`src/rtl/mpid_ram.sv`:
```
// Generic single-write, single-read synchronous RAM with registered read data.
module mpid_ram #(
  parameter int WIDTH = 8,
  parameter int DEPTH = 8,
  localparam int AW = (DEPTH > 1) ? $clog2(DEPTH) : 1
) (
  input  logic             clk_i,
  input  logic             we_i,
  input  logic [AW-1:0]    waddr_i,
  input  logic [WIDTH-1:0] wdata_i,
  input  logic             re_i,
  input  logic [AW-1:0]    raddr_i,
  output logic [WIDTH-1:0] rdata_o
);

  logic [WIDTH-1:0] mem_q [DEPTH];
  logic [WIDTH-1:0] rdata_q;

  always_ff @(posedge clk_i) begin
    if (we_i) begin
      mem_q[waddr_i] <= wdata_i;
    end
    if (re_i) begin
      rdata_q <= mem_q[raddr_i];
    end
  end

  assign rdata_o = rdata_q;

endmodule

```
`config.mk`:
```
export PLATFORM = sky130hd
export DESIGN_NAME = mpid_ram
export DESIGN_NICKNAME = d
export VERILOG_FILES = /design/src/rtl/mpid_ram.sv
export SDC_FILE = /design/constraint.sdc
export NUM_CORES = 1
export LEC_CHECK = 0
export ABC_CLOCK_PERIOD_IN_PS = 1600
export BUFFER_PORTS_ARGS = -buffer_cell sky130_fd_sc_hd__buf_2
export CAP_MARGIN = 20
export CORE_ASPECT_RATIO = 1.4
export CORE_MARGIN = 5
export CORE_UTILIZATION = 40
export CTS_CLUSTER_SIZE = 30
export DETAILED_ROUTE_END_ITERATION = 12
export GPL_TIMING_DRIVEN = 0
export MAX_ROUTING_LAYER = met4
export RECOVER_POWER = 25
export SLEW_MARGIN = 10
export SYNTH_ARGS = -nofsm -noshare
export SYNTH_HDL_FRONTEND = slang
export SYNTH_SLANG_ARGS = --single-unit
```
`constraint.sdc`:
```
create_clock -name clk_i -period 1.6 [get_ports clk_i]
set_input_delay 0 -clock clk_i [delete_from_list [all_inputs] [get_ports clk_i]]
set_output_delay 0 -clock clk_i [all_outputs]
set_load 0.1 [all_outputs]
```
==> results of run 1 <==
cells by family after synthesis:
logic type    share of synthesized area (%)
flops                                 78.01
buf+inv                               1.580
simple gates                          2.122
mux                                   18.28
synth_stat cells:
master     n  area [um^2]
mux4_1    15        394.1
mux2_2     8        90.09
clkbuf_1   1        3.750
edfxtp_1  72         2162
buf_6      1        11.26
buf_12     1        20.02
nand2b_1   3        18.77
nor3_1     2        10.01
mux4_2     1        22.52
nand2_1    2        7.510
nor2_1     6        22.52
buf_2      1        5.000
buf_1      1        3.750
layout by cell type, fill, tap and decap left out, drive strengths merged:
master,instances
nand2b,3
buf,20
edfxtp,72
mux4,16
clkbuf,15
clkinv,7
dlygate4sd3,8
nand2,2
mux2,8
nor3,2
nor2,6
layer usage:
| layer | global-route usage [%] | vias up |
|---|---|---|
| li1 | - | 569 |
| met1 | 13.63 | 627 |
| met2 | 21.45 | 25 |
| met3 | 5.000 | 9 |
| met4 | 7.609 | 0 |
| met5 | - | - |
final timing paths:
path,to,cells past startpoint,from
worst min register to register,rdata_o[7],2,mem_q[0][7]
worst max-delay path,rdata_o[4],2,mem_q[1][4]
worst max register to register,rdata_o[4],2,mem_q[1][4]
worst min-delay path,mem_q[0][5],2,waddr_i[0]
report_power, final:
| group | switching (uW) | internal (uW) | leakage [uW] |
|---|---|---|---|
| Combinational | 223 | 110 | 0.000343 |
| Sequential | 13.9 | 2150 | 0.000660 |
| Clock | 603 | 529 | 0.0000804 |
| Total | 839 | 2790 | 0.00108 |
per-stage QoR:
step / total power (uW) / util, % / cells
finish: 3632 / 47.20 / 254
global route: 3774 / 47.20 / 254
CTS: 3671 / 47.30 / 254
detailed placement: 2535 / 43.90 / 230
global placement: 2518 / 43.75 / 230
floorplan: 2441 / - / 114
registers in the layout (all words and copies together), names as in the netlist:
name     cells
mem_q       64
rdata_o      8
layout make-up:
type,instances,area share (%)
sequential,72,66.90
buffer,5,1.355
tap,95,3.678
timing repair buffer,29,5.536
clock buffer,9,3.833
clock inverter,7,0.8904
multi-input combinational,37,17.81
==> qor.txt, run 1 <==
Num CTS Buffers: 9
First-pass GRT wire length: 7355 um
Relative slew margins: 35.34%
Fillcell total: 595
Hold WC Path Type: in -> reg
Post-layout minimum cycle time: 1408 ps
Final Instance Area: 3232 um^2
Nets: 171
Fin. max-slew vios: 0
Status: finished, final reports clean
Layout cells sized above 1: 25.79%
Clock Sink Count: 72
Synthesis Warnings: 0
Pwr dens: 1124 nW/um^2
Grt ovf: 0
Post-route clock period utilization: 87.98%
Full die area: 8717 um^2
Worst-Margin Slew: 966.4 ps
Final Hold Fails: 0
Netlist area before placement: 2771 um^2
Reg area: 2162 um^2
Worst endpoint data arrival time: 1510 ps
Placed cell area: 3005 um^2
Final WL: 4779 um
Hold Buf Count CTS: 8
Buf/Inv on CP: 0
Multi-input gate area in the final layout: 575.6 um^2
CTS tree: built
Post-Route M1 WL: 1789 um
Starting Density: 40.48%
Max IR drop VDD: 0.4370 mV
Core area: 6847 um^2
Max Root-Sink Buffers: 2
RD Place Congestion: 0.6865
Clock Root Buffer: clkbuf_8
Row count: 36
Ports: 25
H-tree Lvls: 3
Drt via density: 4.843
Drt initial violations: 125
Crit Path Class: reg -> reg
Cells along the critical path: mux4_1, mux2_2
Initial antenna violation count: 0
Synth-to-layout area growth: 16.61%
Req. time, crit path: 1700 ps
Critical Path Source Type: flip-flop
Synth Register Bits: 72
Final ANT Viol Nets: 0
Delay-heaviest family, CP: multiplexers
Post-synthesis instance total: 114
CP Max Fanout: 1
Setup_tns: 0 ps
DR pass1 iterations: 4
GRT Util Overall: 13.24%
# diodes: 0
Max-cap violations: 0
Post-synthesis sequential area ratio: 78.01%
Clock Pin Slew Worst Setup and Hold Paths: 70 ps
Die Y: 108.5 um
Post-CTS sizing: 0
DRC: 0
Worst-Skew Late Latency: 350 ps
Leak: 0.001084 uW
Uppermost layer routed: met4
Largest net degree at the start of global routing: 12
RSZ-0062 raised after global routing: false
Post-synthesis area per instance: 24.31 um^2
Vias: 1230
Max Freq: 0.7104 GHz
Chip Width: 80.35 um
Layout Skew: 2.646 ps
Postcts setup bufs: 0
Crit path capture type: flip-flop
# setup viols final: 0
Met3 WL: 217 um
Vias in the first global route: 1324
Syn nets: 131
WL met2: 2649 um
CP max stage delay: 530 ps
Fin worst setup slack: 192.2 ps
Dpl ws: 4.421 ps
Worst reg2reg setup slack: 190 ps
Routed len/inst: 18.81 um
Hold slack: 110.7 ps
CP max-delay cell: mux4_1
Post-DP HPWL: 3177 um
Netlist cell types: 13
Port buffer count: 21
(Power assumes the default switching activity.)
==> run 2: changes to the inputs <==
--- a/config.mk
+++ b/config.mk
@@ -8,13 +8,12 @@
 export ABC_CLOCK_PERIOD_IN_PS = 1600
 export BUFFER_PORTS_ARGS = -buffer_cell sky130_fd_sc_hd__buf_2
 export CAP_MARGIN = 20
-export CORE_ASPECT_RATIO = 1.4
+export CORE_ASPECT_RATIO = 1.2
 export CORE_MARGIN = 5
 export CORE_UTILIZATION = 40
 export CTS_CLUSTER_SIZE = 30
 export DETAILED_ROUTE_END_ITERATION = 12
 export GPL_TIMING_DRIVEN = 0
-export MAX_ROUTING_LAYER = met4
 export RECOVER_POWER = 25
 export SLEW_MARGIN = 10
 export SYNTH_ARGS = -nofsm -noshare
==> run 2 against run 1 <==
Effect of this change: sequential power hardly changed; total power is 14% higher; clock skew is 5.7 ps higher; first-iteration DRC count is 40% lower; critical path depth stayed put; maximum frequency hardly changed; global-route usage is 0.93 points lower; largest power group unchanged.
==> qor.txt, run 2 (synthesized netlist as in run 1, its figures left out) <==
Pwr dens: 1251 nW/um^2
DR pass1 iterations: 4
Full die area: 8700 um^2
Post-route clock period utilization: 88.07%
Clock Root Buffer: clkbuf_8
Cells along the critical path: mux4_1, mux2_2
Relative slew margins: 38.35%
Fin worst setup slack: 190.9 ps
Placed cell area: 2995 um^2
Worst-Margin Slew: 919.7 ps
Port buffer count: 21
WL met2: 2739 um
Hold path start: waddr_i[0]
Vias: 1244
CTS tree: built
Row count: 33
Max Freq: 0.7097 GHz
DRC: 0
Routed len/inst: 19.87 um
Hold EP: mem_q[4][2]
Postcts setup bufs: 0
# diodes: 0
Met3 WL: 211 um
Reg with most FFs: mem_q
Most frequent cells in the layout: 72 x edfxtp_1, 15 x buf_2, 15 x mux4_1, 9 x clkbuf_8
Layout cells sized above 1: 26.42%
Drt initial violations: 75
Leak: 0.001112 uW
Fin. max-slew vios: 0
Num CTS Buffers: 9
Post-Route M1 WL: 1884 um
Die Y: 101.2 um
Number of flip-flops in the largest register: 64
Final Hold Fails: 0
Worst setup path startpoint: mem_q[0][1]
Setup_tns: 0 ps
Final Instance Area: 3301 um^2
Reg2reg start: mem_q[0][1]
Hold Path Depth: 2
Layout Skew: 8.306 ps
Chip Width: 85.99 um
CP Max Fanout: 1
Critical Path Source Type: flip-flop
Starting Density: 40.68%
Crit path capture type: flip-flop
Cell count after placement: 222
Max IR drop VDD: 0.5325 mV
Worst reg2reg setup slack: 190 ps
RSZ-0062 raised after global routing: false
Post-layout minimum cycle time: 1409 ps
CP max stage delay: 510 ps
Hold Buf Count CTS: 8
H-tree Lvls: 3
Clock Sink Count: 72
Drt via density: 5.057
Ports: 25
Layout Utilization: 48.45%
Req. time, crit path: 1680 ps
Status: finished, final reports clean
Post-CTS sizing: 0
First-pass GRT wire length: 7307 um
Worst-Skew Late Latency: 330 ps
Core area: 6813 um^2
Synth-to-layout area growth: 19.10%
# setup viols final: 0
Dpl ws: -19.91 ps
CP max-delay cell: mux4_1
Most common cell after layout, fill and taps aside: edfxtp_1
Non-Filler Instances: 246
Largest net degree at the start of global routing: 13
Initial antenna violation count: 0
Nets: 171
Worst endpoint data arrival time: 1490 ps
Final ANT Viol Nets: 0
Max Root-Sink Buffers: 2
Clock Pin Slew Worst Setup and Hold Paths: 70 ps
Crit Reg-Reg Endpoint: rdata_o[1]
Final WL: 4888 um
Hold WC Path Type: in -> reg
Uppermost layer routed: met4
RD Place Congestion: 0.6703
Vias in the first global route: 1306
Grt ovf: 0
Reg2Reg Depth: 2
GRT Util Overall: 12.31%
Crit Path Class: reg -> reg
Max-cap violations: 0
Post-DP HPWL: 3229 um
## run 2: changes by cell type in the layout (fill, tap and decap cells not counted), sizes merged
cell / delta
clkinv: -4
bufinv: +3
buf: -2
clkbuf: +2
clkinvlp: +1
## run 2: layout make-up
class | instances | area [um^2]
fillers | 558 | 3512
well taps | 87 | 108.9
flip-flops and latches | 72 | 2162
clock buffers | 9 | 123.9
multi-input cells | 37 | 575.6
plain buffers | 5 | 43.79
clock inverters | 7 | 110.1
repair buffers | 29 | 176.4
## run 2: routing by layer
metal  track usage (%)  vias up
met4             4.750        0
li1                  -      571
met2             21.72       27
met3             4.475        6
met1             13.47      640
met5                 0        -
## run 2: worst max-delay path by stage
stage	end	slack, ps
2_1_floorplan	rdata_o[1]	280
6_report	rdata_o[1]	190
4_1_cts	rdata_o[1]	170
5_1_grt	rdata_o[3]	130
3_3_place_gp	mem_q[0][7]	-250
3_5_place_dp	rdata_o[3]	-20
## run 2: worst max-delay path, delay by kind of cell (launching register included)
kind / cells / cell delay (ps)
flip-flops: 1 / 380
multiplexers: 2 / 790
## run 2: report_power, final
group,internal (uW),total (uW),switching [uW],leakage (uW)
Combinational,109,334,224,0.000338
Sequential,2150,2170,14.9,0.000660
Clock,1020,1630,604,0.000114
Total,3280,4130,843,0.00111
## run 2: stage by stage
step	hold slack, ps	power [uW]
after floorplan	98.87	2441
after global placement	253.4	2518
after detailed placement	267.9	2536
after CTS	32.31	4171
after global routing	123.4	4283
final	139.5	4128
