## src/rtl/mpid_pkg.sv

```systemverilog
// Shared types, widths, register indexes and reset values for the multichannel PID speed loop.
package mpid_pkg;

  localparam int NUM_CH_DEF = 8;

  localparam int CH_W    = 3;
  localparam int RPM_W   = 16;
  localparam int ERR_W   = 17;
  localparam int DIFF_W  = 18;
  localparam int INTEG_W = 32;
  localparam int GAIN_W  = 16;
  localparam int LIM_W   = 15;
  localparam int CFG_W   = 16;
  localparam int IDX_W   = 2;

  localparam logic [IDX_W-1:0] REG_PROP_GAIN    = 2'd0;
  localparam logic [IDX_W-1:0] REG_INTEG_GAIN   = 2'd1;
  localparam logic [IDX_W-1:0] REG_DERIV_GAIN   = 2'd2;
  localparam logic [IDX_W-1:0] REG_OUTPUT_LIMIT = 2'd3;

  localparam logic [GAIN_W-1:0] PROP_GAIN_RST    = 16'd2304;
  localparam logic [GAIN_W-1:0] INTEG_GAIN_RST   = 16'd179;
  localparam logic [GAIN_W-1:0] DERIV_GAIN_RST   = 16'd256;
  localparam logic [LIM_W-1:0]  OUTPUT_LIMIT_RST = 15'd5000;

  typedef struct packed {
    logic [GAIN_W-1:0] prop_gain;
    logic [GAIN_W-1:0] integ_gain;
    logic [GAIN_W-1:0] deriv_gain;
    logic [LIM_W-1:0]  output_limit;
  } cfg_t;

  typedef struct packed {
    logic [CH_W-1:0]           ch;
    logic signed [ERR_W-1:0]   err;
    logic signed [INTEG_W-1:0] integ;
    logic signed [DIFF_W-1:0]  diff;
  } upd_t;

endpackage

```

## src/rtl/mpid_math.sv

```systemverilog
// Gain multiply, sum and shift, and output clamp pipeline with the result register.
module mpid_math
  import mpid_pkg::*;
(
  input  logic                    clk_i,
  input  logic                    rst_ni,
  input  cfg_t                    cfg_i,
  input  logic                    upd_valid_i,
  output logic                    upd_ready_o,
  input  upd_t                    upd_i,
  output logic                    out_valid_o,
  input  logic                    out_ready_i,
  output logic [CH_W-1:0]         out_channel_o,
  output logic signed [RPM_W-1:0] drive_o,
  output logic                    clamped_o
);

  localparam int P_W   = GAIN_W + 1 + ERR_W;
  localparam int I_W   = GAIN_W + 1 + INTEG_W;
  localparam int D_W   = GAIN_W + 1 + DIFF_W;
  localparam int SUM_W = I_W + 1;
  localparam int Q_W   = SUM_W - 8;

  logic a_v_q, b_v_q, c_v_q, d_v_q;
  logic ra, rb, rc, rd;

  upd_t a_q;

  logic [CH_W-1:0]       b_ch_q;
  logic signed [P_W-1:0] b_p_q, b_p_d;
  logic signed [I_W-1:0] b_i_q, b_i_d;
  logic signed [D_W-1:0] b_d_q, b_d_d;

  logic [CH_W-1:0]         c_ch_q;
  logic signed [SUM_W-1:0] sum;
  logic signed [Q_W-1:0]   c_q;

  logic signed [Q_W-1:0]   lim_pos, lim_neg;
  logic signed [RPM_W-1:0] drive_d;
  logic                    clamp_d;

  logic [CH_W-1:0]         d_ch_q;
  logic signed [RPM_W-1:0] d_drive_q;
  logic                    d_clamp_q;

  assign rd = !d_v_q || out_ready_i;
  assign rc = !c_v_q || rd;
  assign rb = !b_v_q || rc;
  assign ra = !a_v_q || rb;
  assign upd_ready_o = ra;

  always_comb begin
    b_p_d = $signed({1'b0, cfg_i.prop_gain}) * a_q.err;
    b_i_d = $signed({1'b0, cfg_i.integ_gain}) * a_q.integ;
    b_d_d = $signed({1'b0, cfg_i.deriv_gain}) * a_q.diff;
  end

  assign sum = SUM_W'(b_p_q) + SUM_W'(b_i_q) + SUM_W'(b_d_q);

  always_comb begin
    lim_pos = $signed({{(Q_W-LIM_W){1'b0}}, cfg_i.output_limit});
    lim_neg = -lim_pos;
    drive_d = c_q[RPM_W-1:0];
    clamp_d = 1'b0;
    if (c_q > lim_pos) begin
      drive_d = lim_pos[RPM_W-1:0];
      clamp_d = 1'b1;
    end else if (c_q < lim_neg) begin
      drive_d = lim_neg[RPM_W-1:0];
      clamp_d = 1'b1;
    end
  end

  always_ff @(posedge clk_i or negedge rst_ni) begin
    if (!rst_ni) begin
      a_v_q <= 1'b0;
      b_v_q <= 1'b0;
      c_v_q <= 1'b0;
      d_v_q <= 1'b0;
    end else begin
      if (ra) a_v_q <= upd_valid_i;
      if (rb) b_v_q <= a_v_q;
      if (rc) c_v_q <= b_v_q;
      if (rd) d_v_q <= c_v_q;
    end
  end

  always_ff @(posedge clk_i) begin
    if (ra && upd_valid_i) begin
      a_q <= upd_i;
    end
    if (rb && a_v_q) begin
      b_ch_q <= a_q.ch;
      b_p_q  <= b_p_d;
      b_i_q  <= b_i_d;
      b_d_q  <= b_d_d;
    end
    if (rc && b_v_q) begin
      c_ch_q <= b_ch_q;
      c_q    <= sum[SUM_W-1:8];
    end
    if (rd && c_v_q) begin
      d_ch_q    <= c_ch_q;
      d_drive_q <= drive_d;
      d_clamp_q <= clamp_d;
    end
  end

  assign out_valid_o   = d_v_q;
  assign out_channel_o = d_ch_q;
  assign drive_o       = d_drive_q;
  assign clamped_o     = d_clamp_q;

endmodule
```

## config.mk

```make
export PLATFORM = sky130hd
export DESIGN_NAME = mpid_math
export DESIGN_NICKNAME = d
export VERILOG_FILES = /design/src/rtl/mpid_pkg.sv /design/src/rtl/mpid_math.sv
export SDC_FILE = /design/constraint.sdc
export NUM_CORES = 2
export LEC_CHECK = 0
export BUFFER_PORTS_ARGS = -buffer_cell sky130_fd_sc_hd__buf_2
export CAP_MARGIN = 20
export CELL_PAD_IN_SITES_DETAIL_PLACEMENT = 0
export CELL_PAD_IN_SITES_GLOBAL_PLACEMENT = 1
export CORE_ASPECT_RATIO = 0.75
export CORE_MARGIN = 5
export CORE_UTILIZATION = 52
export DETAILED_ROUTE_END_ITERATION = 6
export PLACE_DENSITY = 0.95
export REMOVE_ABC_BUFFERS = 1
export SLEW_MARGIN = 20
export SYNTH_ARGS = -nofsm -noshare
export SYNTH_HDL_FRONTEND = slang
export SYNTH_SLANG_ARGS = --single-unit
```

## constraint.sdc

```tcl
create_clock -name clk_i -period 6.8 [get_ports clk_i]
set_input_delay 1.36 -clock clk_i [delete_from_list [all_inputs] [get_ports clk_i]]
set_output_delay 1.36 -clock clk_i [all_outputs]
set_load 0.005 [all_outputs]
```

==> results.md <==
* GRT Util Overall at 0.241
* Initial DRT Pass Iterations at 6
* Clock tree sinks at 260
* Cell Area, Synth at 0.0512 mm2
* Largest cells by area after synthesis: fa_1 41%, edfxtp_1 15%, ha_1 11%
* Worst path arrival time at 6.98 ns
* Drt drc at 0
* Pin count of the biggest net entering global routing at a little over 70
* Share of cells above drive strength 1 at 0.143
* R2r startpoint: a_q[13]
* CP max FO at 9
* Post-synthesis cell type count at 75
* Synth Instances at between 5000 and 6000
* Tmin final at 6.69 ns
* Routed Antenna Nets at 0
* R2R depth at 20
* Gr ovfl total at 0
* Post-DP HPWL at 103 mm
* Initial antenna violation count at 6
* Post-synthesis register bit count at 260
* Depth of the worst hold-timing path at 0
* DIE HEIGHT at 282 um
* Hold Slack at 0.433 ns
* Std-Cell Rows at 99
* Slew HR at 0.296
* Req. time, crit path at about 7.1 ns
* RSZ-0062 raised after global routing: yes
* Setup crit end kind: register
* Post-synth top area share at 0.406
* Final net count at 7301
* Clock Tree Buf Depth at 3
* Detailed-route via count at 37100
* Htree depth at 2
* Clock Tree Root: clkbuf_16
* GP Congestion at about 0.92
* Worst-Margin Slew at 1.05 ns
* CP startpoint kind: input port
* CP Cell Sequence: buf_6 -> buf_6 -> and2_4 -> fa_1 -> fa_1 -> fa_1 -> fa_1 -> fa_1 -> inv_2 -> fa_1 -> inv_2 -> ha_4 -> buf_6 -> a21o_1 -> a21oi_4 -> o21bai_1 -> a31o_2 -> a41o_1 -> o41ai_4 -> o21bai_1 -> a21oi_1 -> xnor2_1
* Post-synth EDFFs at roughly 260
* Synth Flop Type: edfxtp_1
* HP Class: reg2reg
* Area leader, netlist: fa_1
* CTS tree: built
* Final Slew Violations at 0
* Run status: finished clean
* Crit Path Category: in2reg
* Vias in the first global route at 40400
* Area grow syn2layout at 14.4%
* # port buffers at 158
* Slowest cell on crit path: fa_1
* Initial Util at 0.525
* R2r setup slk at 0.28 ns
* Starting DRT DRC Count at between 2000 and 3000
* Final Util at 0.601
* CP dominant cell by count: fa_1
* DR vias/cell at 5.29
* Core Area at 0.0975 mm2
* Die W at 372 um
* Avg Cell Area, Syn at a little under 10 um2
* Post-synthesis sequential area ratio at 0.152
* Setup-failing EPs final at 0
* First-pass GRT wire length at 203 mm
* CTS buffer count at 35
* Total number of yosys warnings at 0
* Ys async rst share at 0.0154
* Worst hold start: c_ch_q[0]
* Reg2reg end: b_d_q[31]
* Hold EP: out_channel_o[0]
* Final Cycle Share at 0.983
* Clock Skew at 0.0168 ns
* Wire per inst at ~18 um
* Io pins at 159
* Fmax at 150 MHz
* Reg clk slew, reported paths at 0.06 ns
* Final WL at 123 mm
* Clock latency at the later pin of the worst-skew pair at 0.55 ns
* Final Cell Area at 0.0586 mm2
* Cell area after placement at 0.0564 mm2
* Hold Fails Final Rpt at 0
* Full die area at roughly 0.10 mm2
* Max-Cap Viols at 0
* CP max stage delay at around 0.56 ns
[synthesized netlist by cell type (5+ instances only)]
| cell | count |
|---|---|
| xor2_1 | 45 |
| o31ai_1 | 8 |
| nand4_1 | 26 |
| nor3_1 | 26 |
| nor2b_1 | 36 |
| and3_1 | 36 |
| xnor2_1 | 113 |
| o22ai_1 | 13 |
| a31oi_1 | 9 |
| nand3_1 | 35 |
| nand2b_1 | 32 |
| a21oi_1 | 161 |
| o21ai_1 | 9 |
| fa_1 | 1039 |
| nor2_1 | 96 |
| o211ai_1 | 6 |
| and2_1 | 506 |
| o21ai_0 | 74 |
| a31o_2 | 5 |
| edfxtp_1 | 256 |
| a21o_1 | 86 |
| o21a_1 | 15 |
| or2_2 | 6 |
| inv_1 | 1209 |
| a211oi_1 | 13 |
| o221ai_1 | 5 |
| o21bai_1 | 16 |
| ha_1 | 440 |
| nor4_1 | 17 |
| nand2_1 | 621 |
| mux2i_1 | 15 |
| clkbuf_1 | 174 |
[critical path, delay by kind of cell]
family / cells / cell delay [ns]
AO/OA/AOI/OAI: 8 / 1.56
XOR/XNOR: 1 / 0.09
adder cells (fa/ha/maj): 7 / 3.36
buffers and inverters: 5 / 0.46
AND/OR/NAND/NOR: 1 / 0.15
[cells by family (layout without fill, tap and decap cells)]
family | after synthesis | count (layout) | share of synthesized area
adder cells (fa/ha/maj) | 1479 | 1479 | 0.514
AND/OR/NAND/NOR | 1455 | 1455 | 0.142
buffers and inverters | 1387 | 1871 | 0.102
AO/OA/AOI/OAI | 470 | 470 | 0.0596
flip-flops | 260 | 260 | 0.152
XOR/XNOR | 158 | 158 | 0.0270
multiplexers | 16 | 16 | 0.00315
other | 0 | 3 | 0
[per-layer routing]
metal / global-route usage / part of all wire / wire, um
met5: 0 / 0 / 0
met4: 0.0641 / 0.026 / 3270
met3: 0.0397 / 0.069 / 8540
met2: 0.401 / 0.48 / 58900
met1: 0.333 / 0.43 / 52700
[repair_timing]
item	CTS	global route
setup endpoints to repair	13	37
buffers inserted	2	12
endpoints found under the hold margin	0	0
pin swaps	14	118
hold buffers	0	0
cloned	0	2
gates resized for setup	15	225
[area by class of cell]
type	count	area, um2
Timing Repair Buffer	600	4600
Fill cell	7921	38900
Clock inverter	20	139
Antenna cell	3	7.51
Sequential cell	260	7790
Inverter	1210	4540
Clock buffer	41	941
Multi-Input combinational cell	3578	38900
Tap cell	1313	1640
[metrics by stage]
| step | TNS (ns) | setup WS, ns | cells |
|---|---|---|---|
| after detailed placement | -22.09 | -0.831 | 6949 |
| after global routing | -0.271 | -0.0454 | 7023 |
| after CTS | 0 | 0.00250 | 7012 |
| after floorplan | -0.341 | -0.139 | 5048 |
| final | 0 | 0.115 | 7025 |
| after global placement | -18.18 | -0.782 | 6949 |
[registers in the layout, summed over array words and instances (netlist names)]
signal         flops
a_q               70
b_i_q             49
c_q               42
b_d_q             35
b_p_q             34
drive_o           16
b_ch_q             3
c_ch_q             3
out_channel_o      3
a_v_q              1
b_v_q              1
c_v_q              1
clamped_o          1
out_valid_o        1
[how the worst max path moves through the flow]
stage	slack (ns)	from	cells after the start	to
floorplan	-0.14	cfg_i[33]	21	b_i_q[41]
global placement	-0.78	cfg_i[33]	24	b_i_q[44]
detailed placement	-0.83	cfg_i[33]	24	b_i_q[44]
CTS	0.003	cfg_i[54]	21	b_p_q[33]
global route	-0.05	cfg_i[56]	21	b_p_q[30]
finish	0.11	cfg_i[51]	22	b_p_q[30]
[cell usage in the layout, fill, tap and decap left out, drive strengths merged, types with 16 or more instances in the layout]
master / count
inv: 1211
fa: 1039
nand2: 621
buf: 588
and2: 506
ha: 440
edfxtp: 256
a21oi: 163
xnor2: 113
nor2: 96
a21o: 86
o21ai: 84
clkbuf: 53
xor2: 45
and3: 36
nor2b: 36
nand3: 35
nand2b: 33
nand4: 26
nor3: 26
nor4: 17
o21bai: 16
clkinv: 16
Power is left out: the tool's default activity adds up to more than one toggle a clock period on the data nets, which glitch-free logic cannot reach.
